--- config.mk ---
export PLATFORM = sky130hd
export DESIGN_NAME = vle_front
export DESIGN_NICKNAME = d
export VERILOG_FILES = /design/src/design/vle_pkg.sv /design/src/design/vle_front.sv
export SDC_FILE = /design/constraint.sdc
export NUM_CORES = 1
export LEC_CHECK = 0
export ABC_AREA = 1
export BUFFER_PORTS_ARGS = -buffer_cell sky130_fd_sc_hd__buf_2
export CAP_MARGIN = 10
export CORE_MARGIN = 2
export CORE_UTILIZATION = 57
export DETAILED_ROUTE_END_ITERATION = 10
export PLACE_DENSITY = 0.92
export SLEW_MARGIN = 5
export SYNTH_ARGS = -nofsm -noshare
export SYNTH_HDL_FRONTEND = slang
export SYNTH_SLANG_ARGS = --single-unit
export TNS_END_PERCENT = 10
--- constraint.sdc ---
create_clock -name clk -period 18.8 [get_ports clk]
set_input_delay 2.82 -clock clk [delete_from_list [all_inputs] [get_ports clk]]
set_output_delay 2.82 -clock clk [all_outputs]
set_load 0.02 [all_outputs]
--- src/design/vle_pkg.sv ---
// ---------------------------------------------------------------------------
// vle_pkg : shared types and constants for the vector level-1 engine
// Mode codes, the job record passed from front to back, widths.
// ---------------------------------------------------------------------------
package vle_pkg;

  localparam int unsigned ELEM_W = 32;
  localparam int unsigned MODE_W = 4;
  localparam int unsigned CFG_IDX_W = 2;

  typedef enum logic [MODE_W-1:0] {
    MODE_DOT   = 4'd0,
    MODE_NORM  = 4'd1,
    MODE_MAXAB = 4'd2,
    MODE_AXPY  = 4'd3,
    MODE_WSUM  = 4'd4,
    MODE_ASUM  = 4'd5,
    MODE_ADIFF = 4'd6,
    MODE_SCALE = 4'd7,
    MODE_ACONS = 4'd8,
    MODE_COPY  = 4'd9
  } mode_t;

  localparam logic [CFG_IDX_W-1:0] REG_MODE    = 2'd0;
  localparam logic [CFG_IDX_W-1:0] REG_SCALE_A = 2'd1;
  localparam logic [CFG_IDX_W-1:0] REG_SCALE_B = 2'd2;

  // one classified item travelling from front to back
  typedef struct packed {
    mode_t             mode;
    logic signed [31:0] x;
    logic signed [31:0] y;
    logic signed [31:0] z;
    logic              last;
  } job_t;

endpackage

--- src/design/vle_front.sv ---
// ---------------------------------------------------------------------------
// vle_front : input stage and job queue
// Accepts beats, drops undefined modes, queues jobs for the back end.
// ---------------------------------------------------------------------------
module vle_front import vle_pkg::*; (
  input  logic        clk,
  input  logic        rst_n,
  input  logic        in_tvalid,
  output logic        in_tready,
  input  logic [95:0] in_tdata,
  input  logic        in_tlast,
  input  mode_t       mode,
  output logic        job_valid,
  input  logic        job_ready,
  output job_t        job
);

  localparam int unsigned DEPTH = 2;

  job_t        q_r [DEPTH];
  logic        wp_r, rp_r;
  logic [1:0]  cnt_r;
  logic        push, pop, defined;

  assign defined   = (mode <= MODE_COPY);
  assign in_tready = (cnt_r != 2'(DEPTH));
  assign push      = in_tvalid && in_tready && defined;
  assign pop       = job_valid && job_ready;
  assign job_valid = (cnt_r != 2'd0);
  assign job       = q_r[rp_r];

  always_ff @(posedge clk) begin
    if (push) begin
      q_r[wp_r] <= '{mode: mode, x: in_tdata[31:0], y: in_tdata[63:32],
                     z: in_tdata[95:64], last: in_tlast};
    end
    if (!rst_n) begin
      wp_r  <= 1'b0;
      rp_r  <= 1'b0;
      cnt_r <= 2'd0;
    end else begin
      if (push) wp_r <= ~wp_r;
      if (pop)  rp_r <= ~rp_r;
      cnt_r <= cnt_r + 2'(push) - 2'(pop);
    end
  end

endmodule

==> results of run 1 <==
-- report_power, final --
part / internal [uW] / switching, uW
clock network: 209 / 152
registers: 559 / 30.0
logic: 146 / 168
-- worst reg2reg max path: stages (launching register included) --
cell and delay, ns:
dfxtp_1 0.35, inv_1 0.07, a21oi_1 0.24, nand2_1 0.17, nor2_4 0.45, buf_4 0.95
-- path summary, 6_finish.rpt --
check | start | endpoint | cells after the start
max reg2reg | cnt_r[0] | q_r[0][56] | 5
min | rp_r | flop | 2
max | flop | job[6] | 3
min reg2reg | rp_r | flop | 2
-- cell usage after synthesis, drive strengths merged --
| cell | number | area share |
|---|---|---|
| a21oi | 2 | 0.0013 |
| buf | 11 | 0.025 |
| dfxtp | 5 | 0.013 |
| edfxtp | 202 | 0.76 |
| ha | 2 | 0.0031 |
| inv | 6 | 0.0028 |
| mux2 | 101 | 0.18 |
| nand2 | 9 | 0.0042 |
| nand3 | 1 | 0.00063 |
| nor2 | 7 | 0.0033 |
| o21a | 1 | 0.00094 |
| o21ai | 1 | 0.00063 |
| xnor2 | 1 | 0.0011 |
-- per-layer routing --
layer	vias up	share of wire	GRT usage
met5	-	0	0
met4	0	0.028	0.0639
met3	29	0.063	0.0376
met2	142	0.54	0.325
met1	1912	0.37	0.207
li1	1806	-	-
-- per-stage QoR --
stage,util,hold slack (ns),std cells
2_1_floorplan,-,0.467,349
3_3_place_gp,0.659,0.480,728
3_5_place_dp,0.659,0.514,728
4_1_cts,0.703,0.520,763
5_1_grt,0.703,0.594,763
6_report,0.703,0.502,763
-- final cells by class --
cell class | count | share of cell area
flip-flops and latches | 207 | 0.637
multi-input cells | 125 | 0.166
repair buffers | 210 | 0.109
clock buffers | 23 | 0.0528
well taps | 180 | 0.0233
clock inverters | 12 | 0.00917
inverters | 6 | 0.00258
-- flip-flops by register name, indices dropped and copies added, names as in the netlist, named ones only --
name	count
q_r	202
rp_r	1
cnt_r	2
wp_r	1
-- kinds of logic (layout without fill, tap and decap cells) --
logic type,after synthesis,in the layout
adders and majority gates,2,2
AOI/OAI and AO/OA,4,4
muxes,101,101
xor gates and xnor gates,1,1
buffers and inverters,17,251
DFF,207,207
and+or+nand+nor,17,17
==> reports/metrics.csv, run 1 <==
metric;value;unit
final hold viol count;0;
Worst path max stage delay;0.92;ns
final worst slack;13.12;ns
Post-Synth Simple-Gate Area;0.00815;
largest net degree at the start of global routing;84;
Worst Path Required;15.98;ns
R2R Setup Slk;16.11;ns
VDD IR max;0.0815;mV
setup TNS;0;ns
post-route design area;9680;sq um
compound-cell area share of the yosys netlist;0.00282;
routability cong.;0.752;
share of cells above drive strength 1;0.583;
critical-path maximum fanout;52;
via density per instance;5.10;
remaining antenna violation count after routing;0;
CTS tree;built;
vias in the first global route;4033;
initial antenna violation count;0;
DR WL/cell;18.3;um
DR iter-0 viols;259;
crit share post-route;0.302;
sequential area share after synthesis;0.773;
#FFs+latches synth;207;
CP Launch Type;flop;
WS Path Type;reg -> out;
overall power;1260;uW
Layout Nets;677;
Clk Tree Root Cell;clkbuf_16;
area grow syn2layout;21.3;%
Site Rows;43;
commonest non-fill, non-tap cells in the layout;buf_2 (207), edfxtp_1 (202), mux2_4 (90);
register area;6170;sq um
TritonCTS Sinks;207;
port bufs;207;
clk_lat worst skew;0.49;ns
post-place setup slack;13.47;ns
Die X;122;um
Min-Delay Path Class;reg -> reg;
hpwl dp;9340;um
Avg Cell Area, Syn;22.9;sq um
DR vias;3889;
CTS Buf Count;20;
initial core utilization;0.579;
Slew @ Worst Pin;1.12;ns
max_cap viols;0;
post-synthesis cell count;349;
CP max stage cell;dfxtp_4;
area of the multi-input gates;1600;sq um
mapped cell area;7980;sq um
Fillers;871;
family with the most delay on the worst path;buffers and inverters;
hold buffer count at cts;0;
# setup viols final;0;
Post-CTS Resized;0;
crit path cell chain;buf_4 > mux2_2 > buf_2;
drt first pass iters;4;
CP Data Arrival Time;2.86;ns
adder and majority gate portion of the synthesized area;0.00314;
status;complete, no violations;
largest family of logic cells by synthesized area;multiplexers;
drt drc;0;
total gr overflow;0;
Max Buffers Root-to-Sink;3;
fin crit period;5.69;ns
Rel. slew slack;0.252;
Clock Pin Slew Worst Setup and Hold Paths;0.06;ns
Power Density;130;nW/um^2
XOR/XNOR share of the synthesized area;0.00110;
Slew Limit Fails;0;
synth warn;0;
GRT Util Overall;0.178;
H-tree depth;1;
# diodes;0;
dpl cell area;9080;sq um
critical path buffer and inverter count;2;
most common cell after layout, fill and taps aside;buf_2;
Leak;0.00381;uW
clk_skew;0.0184;ns
fmax;0.176;GHz
io pins;208;
synthesized net count;456;
CP Capture Type;primary output;
Core Area;13800;sq um
RSZ-0062 raised after global routing;no;
die area;15000;sq um
Post-CTS Setup Bufs;0;
Total Wirelength;13900;um
multiplexer share of the synthesized area;0.185;
first-pass GRT wire length;20300;um
Cell variety after synth;16;
Die Ht;122;um
(Power assumes the default switching activity.)
==> run 2, diff against run 1 <==
Settings changed: CORE_UTILIZATION 57 to 47, PLACE_DENSITY 0.92 to 0.82.
Clock period 18.8 ns to 4.8 ns, I/O delays scaled along.
==> reports/metrics.csv, run 2 (synthesized netlist as in run 1, its figures left out) <==
metric;value;unit
DR WL/cell;16.7;um
Sw Pwr;1390;uW
Post-CTS Resized;0;
commonest non-fill, non-tap cells in the layout;buf_2 (207), edfxtp_1 (202), mux2_4 (90);
family with the most delay on the worst path;buffers and inverters;
crit path cell chain;buf_4 > mux2_2 > buf_2;
Comb pwr share;0.252;
Core Area;16600;sq um
drt drc;0;
TritonCTS Sinks;207;
CP max stage cell;buf_4;
share of cells above drive strength 1;0.591;
Worst path max stage delay;0.67;ns
Post-CTS Setup Bufs;0;
hpwl dp;9070;um
CP Launch Type;flop;
WS Path Type;reg -> out;
routability cong.;0.723;
DR vias;3888;
max reg flops;202;
clk_lat worst skew;0.48;ns
Slew Limit Fails;0;
final core utilization;0.595;
most common cell after layout, fill and taps aside;buf_2;
setup TNS;0;ns
sw frac;0.272;
Rel. slew slack;0.264;
fin crit period;2.81;ns
Die Ht;134;um
drt first pass iters;4;
fmax;0.356;GHz
status;complete, no violations;
Clk pwr share;0.312;
# diodes;0;
post-route design area;9860;sq um
max_cap viols;0;
dpl cell area;9160;sq um
H-tree depth;1;
Worst Path Required;4.08;ns
initial core utilization;0.481;
Slew @ Worst Pin;1.10;ns
Power Density;520;nW/um^2
Max Buffers Root-to-Sink;3;
GRT Util Overall;0.147;
CTS tree;built;
vias in the first global route;4236;
Total Wirelength;13500;um
overall power;5130;uW
crit share post-route;0.585;
area grow syn2layout;23.6;%
io pins;208;
Worst Hold Launch;in_tdata[22];
remaining antenna violation count after routing;0;
clk_skew;0.0185;ns
share of total power in sequential cells;0.435;
first-pass GRT wire length;21000;um
Clk Tree Root Cell;clkbuf_16;
critical-path maximum fanout;52;
hold buffer count at cts;0;
critical path buffer and inverter count;2;
Internal;3740;uW
port bufs;207;
die area;18000;sq um
largest net degree at the start of global routing;85;
# setup viols final;0;
Reg with most FFs;q_r;
via density per instance;4.79;
VDD IR max;0.369;mV
final hold viol count;0;
Fillers;1220;
Layout Nets;682;
CP Data Arrival Time;2.09;ns
initial antenna violation count;0;
Worst R2R Start;cnt_r[0];
Clock Pin Slew Worst Setup and Hold Paths;0.06;ns
Site Rows;47;
Largest regs;q_r: 202 flops, cnt_r: 2 flops;
DR iter-0 viols;204;
hold_ws;0.422;ns
CTS Buf Count;22;
RSZ-0062 raised after global routing;no;
total gr overflow;0;
CP Capture Type;primary output;
Leak;0.00388;uW
Die X;134;um
Min-Delay Path Class;in -> reg;
## run 2: final cells by class
class	count	area [sq um]	share of cell area
Sequential cell	207	6170	0.625
Clock inverter	3	21.3	0.00216
Tap cell	220	275	0.0279
Timing Repair Buffer	213	1080	0.110
Multi-Input combinational cell	125	1600	0.163
Clock buffer	37	688	0.0698
Inverter	6	25.0	0.00254
## run 2: path summary, 6_finish.rpt
path                     end  slack [ns]  cells after the start
setup / recovery    job[100]        1.99                      3
hold / removal    q_r[0][87]        0.42                      1
setup reg to reg   q_r[1][0]        2.42                      5
hold reg to reg         rp_r        0.52                      2
## run 2: metrics by stage
step                setup slack (ns)  instances
finish                          1.99        811
CTS                             1.93        811
detailed placement              1.96        771
global route                    1.89        811
global placement                2.04        771
floorplan                      0.647        349
## run 2: worst register-to-register path: cells and delay by family, from the launching register on
kind / cells / cell delay, ns
compound gates: 1 / 0.21
flops: 1 / 0.37
buf+inv: 3 / 1.31
simple gates: 1 / 0.19
## run 2: per-layer routing
layer / track usage / part of all wire
met5: 0 / 0
met4: 0.0444 / 0.022
met3: 0.0344 / 0.074
met2: 0.265 / 0.51
met1: 0.176 / 0.39
## run 2: power by group through the flow
stage          Clock [uW]  Sequential (uW)  Combinational [uW]
6_report             1600             2230                1300
5_1_grt              1720             2250                1380
4_1_cts              1640             2240                1320
3_5_place_dp            0             2270                1310
3_3_place_gp            0             2260                1290
2_1_floorplan           0             2270                1040
